$ cat src/design/dlefr_pkg.sv
// ----------------------------------------------------------------------------
// dlefr_pkg
// Shared types and codes for the DLE framed receive deframer.
// ----------------------------------------------------------------------------
package dlefr_pkg;

	// Result kinds as carried on the master-side tuser.
	localparam logic [2:0] KIND_DATA     = 3'd0;
	localparam logic [2:0] KIND_GOOD     = 3'd1;
	localparam logic [2:0] KIND_BADFCS   = 3'd2;
	localparam logic [2:0] KIND_OVERFLOW = 3'd3;
	localparam logic [2:0] KIND_FRAMING  = 3'd4;

	// Configuration register indexes.
	localparam logic REG_MAX_PAYLOAD = 1'b0;
	localparam logic REG_FCS_CHECK   = 1'b1;

	// Configuration as seen by the frame controller.
	typedef struct packed {
		logic [7:0] max_payload;
		logic       fcs_check;
	} dlefr_cfg_t;

	// One result produced by a processed line byte.
	typedef struct packed {
		logic       valid;
		logic [7:0] data_byte;
		logic [2:0] kind;
		logic [7:0] length;
	} dlefr_result_t;

endpackage

$ cat src/design/dlefr_fcs.sv
// ----------------------------------------------------------------------------
// dlefr_fcs
// One byte step of the table-driven 16-bit frame check sequence.
// ----------------------------------------------------------------------------
module dlefr_fcs import dlefr_pkg::*; (
	input  logic [15:0] fcs_in,
	input  logic [7:0]  data_in,
	output logic [15:0] fcs_out
);

	localparam logic [15:0] FCS_TABLE [256] = '{
		16'h0000,16'hC1C0,16'h81C1,16'h4001,16'h01C3,16'hC003,16'h8002,16'h41C2,16'h01C6,
		16'hC006,16'h8007,16'h41C7,16'h0005,16'hC1C5,16'h81C4,16'h4004,16'h01CC,16'hC00C,
		16'h800D,16'h41CD,16'h000F,16'hC1CF,16'h81CE,16'h400E,16'h000A,16'hC1CA,16'h81CB,
		16'h400B,16'h01C9,16'hC009,16'h8008,16'h41C8,16'h01D8,16'hC018,16'h8019,16'h41D9,
		16'h001B,16'hC1DB,16'h81DA,16'h401A,16'h001E,16'hC1DE,16'h81DF,16'h401F,16'h01DD,
		16'hC01D,16'h801C,16'h41DC,16'h0014,16'hC1D4,16'h81D5,16'h4015,16'h01D7,16'hC017,
		16'h8016,16'h41D6,16'h01D2,16'hC012,16'h8013,16'h41D3,16'h0011,16'hC1D1,16'h81D0,
		16'h4010,16'h01F0,16'hC030,16'h8031,16'h41F1,16'h0033,16'hC1F3,16'h81F2,16'h4032,
		16'h0036,16'hC1F6,16'h81F7,16'h4037,16'h01F5,16'hC035,16'h8034,16'h41F4,16'h003C,
		16'hC1FC,16'h81FD,16'h403D,16'h01FF,16'hC03F,16'h803E,16'h41FE,16'h01FA,16'hC03A,
		16'h803B,16'h41FB,16'h0039,16'hC1F9,16'h81F8,16'h4038,16'h0028,16'hC1E8,16'h81E9,
		16'h4029,16'h01EB,16'hC02B,16'h802A,16'h41EA,16'h01EE,16'hC02E,16'h802F,16'h41EF,
		16'h002D,16'hC1ED,16'h81EC,16'h402C,16'h01E4,16'hC024,16'h8025,16'h41E5,16'h0027,
		16'hC1E7,16'h81E6,16'h4026,16'h0022,16'hC1E2,16'h81E3,16'h4023,16'h01E1,16'hC021,
		16'h8020,16'h41E0,16'h01A0,16'hC060,16'h8061,16'h41A1,16'h0063,16'hC1A3,16'h81A2,
		16'h4062,16'h0066,16'hC1A6,16'h81A7,16'h4067,16'h01A5,16'hC065,16'h8064,16'h41A4,
		16'h006C,16'hC1AC,16'h81AD,16'h406D,16'h01AF,16'hC06F,16'h806E,16'h41AE,16'h01AA,
		16'hC06A,16'h806B,16'h41AB,16'h0069,16'hC1A9,16'h81A8,16'h4068,16'h0078,16'hC1B8,
		16'h81B9,16'h4079,16'h01BB,16'hC07B,16'h807A,16'h41BA,16'h01BE,16'hC07E,16'h807F,
		16'h41BF,16'h007D,16'hC1BD,16'h81BC,16'h407C,16'h01B4,16'hC074,16'h8075,16'h41B5,
		16'h0077,16'hC1B7,16'h81B6,16'h4076,16'h0072,16'hC1B2,16'h81B3,16'h4073,16'h01B1,
		16'hC071,16'h8070,16'h41B0,16'h0050,16'hC190,16'h8191,16'h4051,16'h0193,16'hC053,
		16'h8052,16'h4192,16'h0196,16'hC056,16'h8057,16'h4197,16'h0055,16'hC195,16'h8194,
		16'h4054,16'h019C,16'hC05C,16'h805D,16'h419D,16'h005F,16'hC19F,16'h819E,16'h405E,
		16'h005A,16'hC19A,16'h819B,16'h405B,16'h0199,16'hC059,16'h8058,16'h4198,16'h0188,
		16'hC048,16'h8049,16'h4189,16'h004B,16'hC18B,16'h818A,16'h404A,16'h004E,16'hC18E,
		16'h818F,16'h404F,16'h018D,16'hC04D,16'h804C,16'h418C,16'h0044,16'hC184,16'h8185,
		16'h4045,16'h0187,16'hC047,16'h8046,16'h4186,16'h0182,16'hC042,16'h8043,16'h4183,
		16'h0041,16'hC181,16'h8180,16'h4040
	};

	logic [15:0] entry;

	assign entry = FCS_TABLE[data_in ^ fcs_in[15:8]];

	// The old low byte moves up and is folded into the high half of the entry.
	assign fcs_out = {entry[15:8] ^ fcs_in[7:0], entry[7:0]};

endmodule

$ cat src/design/dlefr_ctrl.sv
// ----------------------------------------------------------------------------
// dlefr_ctrl
// Frame state machine: start hunt, destuffing, length limit and FCS check.
// ----------------------------------------------------------------------------
module dlefr_ctrl import dlefr_pkg::*; (
	input  logic          clk,
	input  logic          arst_n,
	input  logic          step,
	input  logic [7:0]    line_byte,
	input  dlefr_cfg_t    cfg,
	output dlefr_result_t result
);

	localparam logic [7:0] BYTE_SYN = 8'h16;
	localparam logic [7:0] BYTE_DLE = 8'h10;
	localparam logic [7:0] BYTE_STX = 8'h02;
	localparam logic [7:0] BYTE_ETX = 8'h03;

	typedef enum logic [2:0] {
		PH_HUNT   = 3'd0,
		PH_SYN    = 3'd1,
		PH_SYNDLE = 3'd2,
		PH_DATA   = 3'd3,
		PH_ESC    = 3'd4,
		PH_FCS_HI = 3'd5,
		PH_FCS_LO = 3'd6
	} phase_t;

	phase_t      phase_q, phase_d;
	logic [7:0]  count_q, count_d;
	logic [15:0] fcs_q, fcs_d, fcs_next;
	logic [7:0]  fcs_hi_q, fcs_hi_d;
	logic [15:0] fcs_final;
	logic        at_limit;

	dlefr_fcs u_fcs (
		.fcs_in  (fcs_q),
		.data_in (line_byte),
		.fcs_out (fcs_next)
	);

	assign fcs_final = ~fcs_q;
	assign at_limit  = (count_q >= cfg.max_payload);

	// The FCS register takes the DLE of an escape as soon as it is seen, so an
	// escaped DLE needs only one table step and DLE ETX adds one for the ETX.
	always_comb begin
		phase_d          = phase_q;
		count_d          = count_q;
		fcs_d            = fcs_q;
		fcs_hi_d         = fcs_hi_q;
		result.valid     = 1'b0;
		result.data_byte = 8'd0;
		result.kind      = KIND_DATA;
		result.length    = count_q;
		case (phase_q)
			PH_SYN: begin
				if (line_byte == BYTE_DLE) begin
					phase_d = PH_SYNDLE;
				end else if (line_byte == BYTE_SYN) begin
					phase_d = PH_SYN;
				end else begin
					phase_d = PH_HUNT;
				end
			end
			PH_SYNDLE: begin
				if (line_byte == BYTE_STX) begin
					phase_d  = PH_DATA;
					count_d  = 8'd0;
					fcs_d    = 16'hFFFF;
					fcs_hi_d = 8'd0;
				end else if (line_byte == BYTE_SYN) begin
					phase_d = PH_SYN;
				end else begin
					phase_d = PH_HUNT;
				end
			end
			PH_DATA: begin
				if (line_byte == BYTE_DLE) begin
					phase_d = PH_ESC;
					fcs_d   = fcs_next;
				end else if (at_limit) begin
					phase_d      = PH_HUNT;
					result.valid = 1'b1;
					result.kind  = KIND_OVERFLOW;
				end else begin
					count_d          = count_q + 8'd1;
					fcs_d            = fcs_next;
					result.valid     = 1'b1;
					result.data_byte = line_byte;
					result.length    = count_q + 8'd1;
				end
			end
			PH_ESC: begin
				if (line_byte == BYTE_DLE) begin
					result.valid = 1'b1;
					if (at_limit) begin
						phase_d     = PH_HUNT;
						result.kind = KIND_OVERFLOW;
					end else begin
						phase_d          = PH_DATA;
						count_d          = count_q + 8'd1;
						result.data_byte = line_byte;
						result.length    = count_q + 8'd1;
					end
				end else if (line_byte == BYTE_ETX) begin
					phase_d = PH_FCS_HI;
					fcs_d   = fcs_next;
				end else begin
					phase_d      = PH_HUNT;
					result.valid = 1'b1;
					result.kind  = KIND_FRAMING;
				end
			end
			PH_FCS_HI: begin
				fcs_hi_d = line_byte;
				phase_d  = PH_FCS_LO;
			end
			PH_FCS_LO: begin
				phase_d      = PH_HUNT;
				result.valid = 1'b1;
				if (cfg.fcs_check && (fcs_hi_q != fcs_final[15:8] ||
						line_byte != fcs_final[7:0])) begin
					result.kind = KIND_BADFCS;
				end else begin
					result.kind = KIND_GOOD;
				end
			end
			default: begin
				phase_d = (line_byte == BYTE_SYN) ? PH_SYN : PH_HUNT;
			end
		endcase
	end

	always_ff @(posedge clk or negedge arst_n) begin
		if (!arst_n) begin
			phase_q  <= PH_HUNT;
			count_q  <= 8'd0;
			fcs_q    <= 16'hFFFF;
			fcs_hi_q <= 8'd0;
		end else if (step) begin
			phase_q  <= phase_d;
			count_q  <= count_d;
			fcs_q    <= fcs_d;
			fcs_hi_q <= fcs_hi_d;
		end
	end

endmodule

$ cat src/design/dle_framed_receive_deframer_core.sv
// ----------------------------------------------------------------------------
// dle_framed_receive_deframer_core
// Receive deframer for SYN DLE STX framed, DLE stuffed lines with 16-bit FCS.
// ----------------------------------------------------------------------------
// The block takes one raw line byte per transfer on the slave side and hunts
// for the start sequence SYN DLE STX. Inside a frame it delivers destuffed
// payload bytes (DLE DLE collapses to one DLE) on the master side, each with
// the running payload length; DLE ETX closes the payload and the following
// two raw bytes are taken as the received FCS, high byte first. At frame end
// a single status transfer reports a good frame, a bad FCS (only when the
// check is enabled), an overflow abort or a framing error; status transfers
// carry a zero data byte. A line byte is accepted in every clock cycle while
// results are being taken, and each byte passes first through the input
// register and then through the result register. Its throughput is bounded
// by the frame state loop, which does one table step of the FCS per byte.
// Configuration writes take effect at once and should be made while the
// block is idle.
// ----------------------------------------------------------------------------
module dle_framed_receive_deframer_core import dlefr_pkg::*; (
	input  logic        clk,
	input  logic        arst_n,
	// Configuration write port.
	input  logic        wr_en,
	input  logic        wr_index,
	input  logic [7:0]  wr_data,
	// Line bytes in.
	input  logic        s_tvalid,
	output logic        s_tready,
	input  logic [7:0]  s_tdata,   // [7:0] line_byte
	// Results out.
	output logic        m_tvalid,
	input  logic        m_tready,
	output logic [15:0] m_tdata,   // [7:0] out_byte, [15:8] frame_length
	output logic [2:0]  m_tuser    // [2:0] item_kind
);

	// Configuration registers.
	logic [7:0]    max_payload_q;
	logic          fcs_check_q;
	dlefr_cfg_t    cfg;

	// Input register stage.
	logic          valid_s1;
	logic [7:0]    byte_s1;

	// Result register stage.
	logic          valid_s2;
	logic [7:0]    out_byte_s2;
	logic [2:0]    kind_s2;
	logic [7:0]    length_s2;

	logic          advance;
	logic          step;
	dlefr_result_t result;

	always_ff @(posedge clk or negedge arst_n) begin
		if (!arst_n) begin
			max_payload_q <= 8'd174;
			fcs_check_q   <= 1'b0;
		end else if (wr_en) begin
			if (wr_index == REG_MAX_PAYLOAD) begin
				max_payload_q <= wr_data;
			end else if (wr_index == REG_FCS_CHECK) begin
				fcs_check_q <= wr_data[0];
			end
		end
	end

	assign cfg.max_payload = max_payload_q;
	assign cfg.fcs_check   = fcs_check_q;

	// The held byte moves on whenever the result register is free or is being
	// emptied in this cycle, so a result that is being taken does not block the input.
	assign advance  = !valid_s2 || m_tready;
	assign step     = valid_s1 && advance;
	assign s_tready = !valid_s1 || advance;

	always_ff @(posedge clk or negedge arst_n) begin
		if (!arst_n) begin
			valid_s1 <= 1'b0;
		end else if (s_tready) begin
			valid_s1 <= s_tvalid;
		end
	end

	always_ff @(posedge clk) begin
		if (s_tvalid && s_tready) begin
			byte_s1 <= s_tdata;
		end
	end

	dlefr_ctrl u_ctrl (
		.clk       (clk),
		.arst_n    (arst_n),
		.step      (step),
		.line_byte (byte_s1),
		.cfg       (cfg),
		.result    (result)
	);

	// A processed byte that yields no result simply leaves the result
	// register empty once its previous content has been taken.
	always_ff @(posedge clk or negedge arst_n) begin
		if (!arst_n) begin
			valid_s2 <= 1'b0;
		end else if (advance) begin
			valid_s2 <= step && result.valid;
		end
	end

	always_ff @(posedge clk) begin
		if (step && result.valid) begin
			out_byte_s2 <= result.data_byte;
			kind_s2     <= result.kind;
			length_s2   <= result.length;
		end
	end

	assign m_tvalid = valid_s2;
	assign m_tdata  = {length_s2, out_byte_s2};
	assign m_tuser  = kind_s2;

	// Status transfers always carry a zero data byte.
	assert property (@(posedge clk) disable iff (!arst_n)
		(m_tvalid && m_tuser != KIND_DATA) |-> (m_tdata[7:0] == 8'd0))
		else $error("status transfer with non-zero data byte");

	// A payload byte always counts itself, so its length is never zero.
	assert property (@(posedge clk) disable iff (!arst_n)
		(m_tvalid && m_tuser == KIND_DATA) |-> (m_tdata[15:8] != 8'd0))
		else $error("payload transfer with zero frame length");

	// A held line byte that cannot advance stays in the input register.
	assert property (@(posedge clk) disable iff (!arst_n)
		(valid_s1 && !advance) |=> (valid_s1 && $stable(byte_s1)))
		else $error("input register lost a stalled byte");

	// A result kind beyond the framing error code is never produced.
	assert property (@(posedge clk) disable iff (!arst_n)
		m_tvalid |-> (m_tuser <= KIND_FRAMING))
		else $error("undefined result kind");

endmodule

$ cat config.mk
export PLATFORM = sky130hd
export DESIGN_NAME = dle_framed_receive_deframer_core
export DESIGN_NICKNAME = d
export VERILOG_FILES = /design/src/design/dlefr_pkg.sv /design/src/design/dlefr_fcs.sv /design/src/design/dlefr_ctrl.sv /design/src/design/dle_framed_receive_deframer_core.sv
export SDC_FILE = /design/constraint.sdc
export NUM_CORES = 1
export LEC_CHECK = 0
export BUFFER_PORTS_ARGS = -buffer_cell sky130_fd_sc_hd__clkbuf_2
export CAP_MARGIN = 40
export CORE_MARGIN = 2
export CORE_UTILIZATION = 40
export CTS_BUF_LIST = sky130_fd_sc_hd__clkbuf_16
export CTS_CLUSTER_DIAMETER = 60
export DETAILED_ROUTE_END_ITERATION = 10
export GPL_ROUTABILITY_DRIVEN = 0
export PLACE_DENSITY = 0.71
export SETUP_SLACK_MARGIN = 0.5
export SKIP_LAST_GASP = 1
export SYNTH_ARGS = -nofsm -noshare
export SYNTH_HDL_FRONTEND = slang
export SYNTH_SLANG_ARGS = --single-unit
$ cat constraint.sdc
create_clock -name clk -period 2.5 [get_ports clk]
set_input_delay 0.125 -clock clk [delete_from_list [all_inputs] [get_ports clk]]
set_output_delay 0.125 -clock clk [all_outputs]
set_load 0.005 [all_outputs]
==> summary.md, run 1 <==
| Metric | Value |
|---|---|
| PnR Total Power | 2.92 mW |
| Insertion delay of the later-clocked pin in the worst-skew pair | 0.33 ns |
| Layout cells sized above 1 | 39.8% |
| Overflow left after global routing | 0 |
| Number of buffers on the longest clock path | 2 |
| Run status | finished, final reports clean |
| Pwr/cell area | 551 nW/um^2 |
| Slew Limit Headroom | 52.9% |
| Via count | 3131 |
| Critical path endpoint category | flip-flop |
| Synth area leaders | sky130_fd_sc_hd__edfxtp_1 (21%), sky130_fd_sc_hd__dfrtp_1 (16%), sky130_fd_sc_hd__dfstp_2 (14%), sky130_fd_sc_hd__xor2_1 (5.2%), sky130_fd_sc_hd__nand2_1 (3.5%) |
| Worst-Margin Slew | 0.697 ns |
| Number of H-tree levels | 3 |
| Io pins | 43 |
| Count of flip-flops with a built-in enable after synthesis | 27 |
| Maximum number of pins on one net before global-route repair | 31 |
| Pre-CTS setup slack | -0.00944 ns |
| Highest clock frequency the design can meet | 0.418 GHz |
| Vias in the first global route | 2945 |
| Reg2Reg Setup Slack | 0.11 ns |
| Port buffer count | 42 |
| Number of setup violations in the final report | 0 |
| Clock Skew | 0.00670 ns |
| Clock tree root buffer cell | sky130_fd_sc_hd__clkbuf_16 |
| Number of flip-flops and latches in the synthesized netlist | 73 |
| Number of hold violations in the final report | 0 |
| Starting density of the core | 41.7% |
| Peak VDD IR | 342 uV |
| Residual DRC count | 0 |
| CTS tree | done |
| HPWL after DPL | 6140 um |
| Critical setup path kind | reg -> reg |
| Worst setup slack after layout | 0.108 ns |
| Average cell area after synthesis | 10.7 um^2 |
| Cell area after technology mapping | 3890 um^2 |
| Signed area change from the synthesized netlist to the final layout | 36.2% |
| Net Count, Synth | 393 |
| CTS clk-pin slew, worst paths | 0.06 ns |
| Min cycle time layout | 2.39 ns |
| Number of cell instances on the worst register-to-register path | 11 |
| Post-route ant nets | 0 |
| Die boundary width | 103 um |
| Highest fanout seen on the critical path | 5 |
| Capturing instance or port of the critical path | u_ctrl.count_q[2] |
| Share of the yosys chip area belonging to registers | 51.1% |
| Iter 0 DRT Violations | 300 |
| Met2 demand-to-capacity share in global routing | 28.3% |
| Final period utilization | 95.7% |
| Wire length of the first global-routing pass | 14700 um |
| RSZ-0062 raised after global routing | yes |
| Critical path launch point | max_payload_q[2] |
| CTS Buf Count | 9 |
| Routed len/inst | 16.7 um |
| Per-cell via count in the routed design | 5.32 |
| MaxCap Viol Count | 0 |
| Hold_ws | 0.00926 ns |
| Static leakage power | 2.29 nW |
| DRT Wirelength | 9860 um |
| Filler instances | 751 |
| Met1 Track Usage GR | 25.5% |
| Cell type contributing the most total cell area after synthesis | sky130_fd_sc_hd__edfxtp_1 |
| Worst Path Required | 2.70 ns |
| Worst reg2reg path endpoint | u_ctrl.count_q[2] |
| CTS Sinks | 73 |
| Busiest layer in global routing | met2 |
| Yosys cell types | 60 |
| Number of antenna violations at the first check in global routing | 0 |
| Path category of the worst min-delay check | in -> reg |
| Number of rows created at floorplan | 35 |
| Die area | 10500 um^2 |
| Start of the worst register-to-register path | max_payload_q[2] |
| All-layer global routing usage | 18.3% |
| CP startpoint kind | flip-flop |
| Die Y-Extent | 103 um |
| Pins Over Slew Limit | 0 |
| Total Nets Final | 486 |
| Yosys Warn Count | 0 |
| Cell count after synthesis | 362 |
| Routing usage on met3 | 4.41% |
| Area of the core | 9330 um^2 |
| Diode count | 0 |
| Area share of the largest cell type after synthesis | 20.8% |
| DRT Pass-1 Iters | 5 |
| Count of placed standard cells including taps | 539 |
| Crit path arrival time | 2.59 ns |
| Number of non-filler instances in the completed layout | 589 |
| Main flop type after synthesis | sky130_fd_sc_hd__edfxtp_1 |
| Synth async-reset ratio | 63.0% |
## metrics by stage
stage / utilization (%) / area (um^2) / TNS (ns)
2_1_floorplan: - / 3980 / 0
3_3_place_gp: 47.4 / 4420 / 0
3_5_place_dp: 47.6 / 4440 / -0.00944
4_1_cts: 54.0 / 5040 / 0
5_1_grt: 56.8 / 5300 / 0
6_report: 56.8 / 5300 / 0
## sequential cells by signal (all words and copies together), names as in the netlist
signal and cells:
byte_s1 8, fcs_check_q 1, length_s2 8, m_tuser 3, m_tvalid 1, max_payload_q 8, out_byte_s2 8, u_ctrl.count_q 8
u_ctrl.fcs_hi_q 8, u_ctrl.fcs_q 16, u_ctrl.phase_q 3, valid_s1 1
## worst max-delay path, stage by stage, from the launching register on
cell and delay, ns:
sky130_fd_sc_hd__dfstp_2 0.53, sky130_fd_sc_hd__inv_2 0.05, sky130_fd_sc_hd__ha_4 0.15, sky130_fd_sc_hd__or4_4 0.51, sky130_fd_sc_hd__a21oi_2 0.13, sky130_fd_sc_hd__o31a_2 0.22, sky130_fd_sc_hd__buf_12 0.13, sky130_fd_sc_hd__buf_12 0.10
sky130_fd_sc_hd__buf_8 0.10, sky130_fd_sc_hd__a21oi_2 0.06, sky130_fd_sc_hd__o21ai_1 0.18, sky130_fd_sc_hd__o31ai_1 0.10
## placed cells by master (no fill, tap or decap), types with 4 or more instances in the layout
cell type and count:
sky130_fd_sc_hd__dlygate4sd3_1 11, sky130_fd_sc_hd__buf_4 32, sky130_fd_sc_hd__and2_4 4, sky130_fd_sc_hd__dfstp_2 21, sky130_fd_sc_hd__clkbuf_2 42, sky130_fd_sc_hd__buf_12 5
sky130_fd_sc_hd__xor2_1 23, sky130_fd_sc_hd__nor2_2 5, sky130_fd_sc_hd__a21oi_1 12, sky130_fd_sc_hd__a22o_1 9, sky130_fd_sc_hd__nand2_1 34, sky130_fd_sc_hd__nand3_1 4
sky130_fd_sc_hd__nor2_1 19, sky130_fd_sc_hd__xnor2_1 14, sky130_fd_sc_hd__o31a_1 4, sky130_fd_sc_hd__dfrtp_1 24, sky130_fd_sc_hd__ha_1 6, sky130_fd_sc_hd__nand4_1 6
sky130_fd_sc_hd__and2_1 8, sky130_fd_sc_hd__inv_1 10, sky130_fd_sc_hd__o21ai_0 13, sky130_fd_sc_hd__nor2b_1 6, sky130_fd_sc_hd__edfxtp_1 27, sky130_fd_sc_hd__a21oi_2 5
sky130_fd_sc_hd__buf_6 6, sky130_fd_sc_hd__nand2b_1 7, sky130_fd_sc_hd__clkbuf_16 12, sky130_fd_sc_hd__o21ai_1 16, sky130_fd_sc_hd__o21ai_2 5, sky130_fd_sc_hd__nor2_4 4
## worst min-delay path by stage
stage               slack (ns)                 to  depth (start not counted)  startpoint
floorplan                -0.17        fcs_check_q                          0      arst_n
finish                   0.009   max_payload_q[3]                          3  wr_data[3]
detailed placement       0.003  u_ctrl.phase_q[2]                          1      arst_n
global route              0.02   max_payload_q[4]                          3  wr_data[4]
global placement          0.28  u_ctrl.phase_q[2]                          1      arst_n
CTS                     0.0005   max_payload_q[3]                          3  wr_data[3]
## synth_stat cells, drive strengths merged (2+ instances only)
cell type and n:
a21oi 17, a22o 9, a2bb2oi 2, and2 12
and3 2, buf 7, clkbuf 10, dfrtp 25
dfstp 21, edfxtp 27, ha 9, inv 12
mux2 3, nand2 36, nand2b 7, nand3 4
nand3b 2, nand4 7, nand4b 2, nor2 28
nor2b 7, nor3 5, o21a 2, o21ai 34
o21bai 2, o31a 5, o31ai 3, or2 2
or3 3, xnor2 18, xnor3 2, xor2 24
## routing by layer
metal,vias to the layer above,wire [um]
met5,-,0
met4,0,178
met3,16,661
met2,131,4660
met1,1522,4360
li1,1462,-
## power by group
group	total, mW	switching (mW)	internal [mW]
Clock	1.31	0.482	0.825
Sequential	1.30	0.0214	1.28
Combinational	0.314	0.150	0.163
## area by class of cell
type                            instances  area [um^2]  share of cell area, %
Multi-Input combinational cell        260         2000                   37.8
Inverter                               12         45.0                  0.850
Timing Repair Buffer                   99          793                   15.0
Clock inverter                          6         57.6                   1.09
Sequential cell                        73         1990                   37.6
Clock buffer                           10          250                   4.72
Tap cell                              129          161                   3.05
## what timing repair did
action | 4_1_cts | 5_1_grt
hold buffers | 11 | 0
setup endpoints to repair | 71 | 71
buffers inserted | 10 | 9
pin swaps | 13 | 20
resized for setup | 22 | 27
cloned | 0 | 4
endpoints found under the hold margin | 37 | 0
## logic make-up (layout without fill, tap and decap cells)
group / Yosys count / in the layout / synth area share, %
AOI/OAI and AO/OA: 82 / 82 / 13.5
xor gates and xnor gates: 44 / 44 / 11.7
adders and majority gates: 9 / 9 / 2.89
buffers and inverters: 29 / 127 / 3.25
DFF: 73 / 73 / 51.1
muxes: 3 / 3 / 0.868
and+or+nand+nor: 122 / 122 / 16.7
No activity file was read; power rests on OpenSTA's default activity.
==> inputs of run 2 (changes only) <==
- PLACE_DENSITY: 0.71 -> 0.69
- clock period: 2.5 -> 2.7 ns (I/O delays scaled with it)
==> run 2 against run 1 <==
Effect of this change:
- largest cell class unchanged
- power grew 1.5%
- first-iteration DRC count shrank 49%
- clock-buffer cell count decreased by 1
- largest power group unchanged
- routed wire length shrank 6.6%
- clock power rose by 12%
- clock skew increased by 0.0013 ns
- sequential cell count unchanged
==> summary.md, run 2 (synthesized netlist as in run 1, its figures left out) <==
| Metric | Value |
|---|---|
| Buffers and inverters on the worst path | 2 (-2) |
| Pre-CTS setup slack | 0.293 ns (+0.302 ns) |
| Worst-Margin Slew | 0.871 ns (+0.174 ns) |
| Slowest cell on crit path | sky130_fd_sc_hd__dfstp_2 |
| Reg2Reg Setup Slack | 0.29 ns (+0.19 ns) |
| Highest fanout seen on the critical path | 4 (-1) |
| Number of setup violations in the final report | 0 (unchanged) |
| Number of cell instances on the worst register-to-register path | 8 (-3) |
| Number of buffers on the longest clock path | 2 (unchanged) |
| Crit path arrival time | 2.49 ns (-0.10 ns) |
| Clock tree root buffer cell | sky130_fd_sc_hd__clkbuf_16 |
| Number of hold violations in the final report | 0 (unchanged) |
| Port buffer count | 42 (unchanged) |
| Maximum number of pins on one net before global-route repair | 31 (unchanged) |
| Number of flip-flops under the largest register name | 16 (unchanged) |
| Peak VDD IR | 341 uV (-0.23%) |
| Min cycle time layout | 2.41 ns (+0.0144 ns) |
| DRT Pass-1 Iters | 4 (-1) |
| Sink of the worst hold path | valid_s1 |
| Cells along the critical path | inv_2, ha_4, or4_4, a21oi_2, o31a_2, buf_4, nor2b_4, mux2_4 |
| Seq pwr share | 40.5% (-4.0 points) |
| All-layer global routing usage | 17.0% (-1.3 points) |
| Final period utilization | 89.1% (-6.6 points) |
| Portion of total power attributed to the clock network | 49.5% (+4.7 points) |
| Switching component of the power | 633 uW (-3.2%) |
| Die Y-Extent | 103 um (unchanged) |
| RSZ-0062 raised after global routing | yes |
| CTS Sinks | 73 (unchanged) |
| Pwr/cell area | 549 nW/um^2 (-0.45%) |
| Clock Skew | 0.00801 ns (+0.00131 ns) |
| Share of total power in combinational logic | 10.0% (-0.7 points) |
| Residual DRC count | 0 (unchanged) |
| Static leakage power | 2.29 nW (-0.27%) |
| Launch point of the worst hold path | s_tvalid |
| Largest stage delay on the critical path | 0.52 ns (about the same) |
| Number of rows created at floorplan | 35 (unchanged) |
| Highest clock frequency the design can meet | 0.416 GHz (-0.60%) |
| Iter 0 DRT Violations | 153 (-49%) |
| CTS Buf Count | 9 (unchanged) |
| Critical setup path kind | reg -> reg |
| Leading cell types in the layout, fill and taps excluded | sky130_fd_sc_hd__clkbuf_2 (42), sky130_fd_sc_hd__edfxtp_1 (27), sky130_fd_sc_hd__buf_4 (26) |
| DRT Wirelength | 9210 um (-6.6%) |
| Number of antenna violations at the first check in global routing | 0 (unchanged) |
| Post-route ant nets | 0 (unchanged) |
| Pins Over Slew Limit | 0 (unchanged) |
| Die boundary width | 103 um (unchanged) |
| Starting density of the core | 41.7% (unchanged) |
| Worst setup slack after layout | 0.293 ns (+0.186 ns) |
| Die area | 10500 um^2 (unchanged) |
| Critical path endpoint category | flip-flop |
| Total Negative Setup Slacks | 0 ns (unchanged) |
| Switching Fraction | 21.4% (-1.0 points) |
| Total Nets Final | 478 (-1.6%) |
| HPWL after DPL | 5760 um (-6.2%) |
| Path category of the worst min-delay check | in -> reg |
| Number of H-tree levels | 3 (unchanged) |
| Cell depth of the worst hold path | 2 (-1) |
| Vias in the first global route | 2885 (-2.0%) |
| Most frequent standard cell in the layout excluding fill and tap cells | sky130_fd_sc_hd__clkbuf_2 |
| Via count | 3042 (-2.8%) |
| Routed len/inst | 15.8 um (-5.4%) |
| CP startpoint kind | flip-flop |
| Largest register by flop count | u_ctrl.fcs_q |
| Run status | finished, final reports clean |
| Start of the worst register-to-register path | max_payload_q[1] |
| CTS clk-pin slew, worst paths | 0.06 ns (about the same) |
| Area of the core | 9330 um^2 (unchanged) |
| Signed area change from the synthesized netlist to the final layout | 38.9% |
| Layout cells sized above 1 | 44.0% (+4.2 points) |
| Worst reg2reg path endpoint | length_s2[1] |
| MaxCap Viol Count | 0 (unchanged) |
| Wire length of the first global-routing pass | 13700 um (-6.3%) |
| CTS tree | done |
| Total internal power | 2.33 mW (+2.9%) |
| Io pins | 43 (unchanged) |
| Diode count | 0 (unchanged) |
| Overflow left after global routing | 0 (unchanged) |
| Per-cell via count in the routed design | 5.24 (-1.5%) |
| Family of cells with the greatest summed delay on the critical path | simple AND/OR/NAND/NOR gates |
| Insertion delay of the later-clocked pin in the worst-skew pair | 0.34 ns (about the same) |
| Worst Path Required | 2.79 ns (+0.09 ns) |
| Slew Limit Headroom | 41.9% (-11 points) |
| Filler instances | 745 (-0.80%) |
[run 2: worst max-delay path by stage]
| stage | startpoint | depth (start not counted) | endpoint |
|---|---|---|---|
| CTS | max_payload_q[1] | 9 | length_s2[6] |
| floorplan | max_payload_q[1] | 9 | length_s2[7] |
| global route | max_payload_q[1] | 8 | length_s2[1] |
| finish | max_payload_q[1] | 8 | length_s2[1] |
| detailed placement | max_payload_q[2] | 8 | length_s2[6] |
| global placement | max_payload_q[3] | 10 | u_ctrl.fcs_q[3] |
[run 2: area by class of cell]
cell class | instances | area [um^2] | share of cell area, %
Tap cell | 129 | 161 | 2.99
Timing Repair Buffer | 91 | 687 | 12.7
Multi-Input combinational cell | 260 | 2150 | 39.8
Clock buffer | 9 | 225 | 4.17
Sequential cell | 73 | 1990 | 36.8
Clock inverter | 7 | 143 | 2.64
Inverter | 12 | 45.0 | 0.834
[run 2: per-layer routing]
metal	global-route usage, %	routed length (um)
met5	0	0
met1	22.1	4100
met3	3.66	326
met4	7.38	188
met2	27.4	4590
[run 2: through the flow]
stage | total power, mW | util, % | hold slack, ns | instances | area, um^2
5_1_grt | 3.06 | 57.9 | 0.00930 | 581 | 5400
2_1_floorplan | 1.35 | - | -0.161 | 362 | 3920
3_3_place_gp | 1.42 | 46.7 | 0.219 | 534 | 4360
4_1_cts | 2.91 | 52.8 | 0.00336 | 566 | 4920
3_5_place_dp | 1.43 | 46.7 | 0.229 | 534 | 4360
6_report | 2.96 | 57.9 | 0.00607 | 581 | 5400
[run 2: what timing repair did]
| action | in CTS | in global routing |
|---|---|---|
| setup endpoints to repair | 51 | 63 |
| buffers inserted | 5 | 12 |
| gates resized for setup | 10 | 78 |
| hold buffers | 11 | 0 |
| gates cloned | 0 | 3 |
| hold endpoints to repair | 24 | 0 |
| pin swaps | 4 | 34 |
[run 2: power by group through the flow]
stage               Clock, mW  Combinational (mW)  Sequential [mW]
global route             1.54               0.324             1.21
CTS                      1.48               0.230             1.20
global placement            0               0.200             1.22
detailed placement          0               0.206             1.22
floorplan                   0               0.140             1.21
finish                   1.47               0.296             1.20
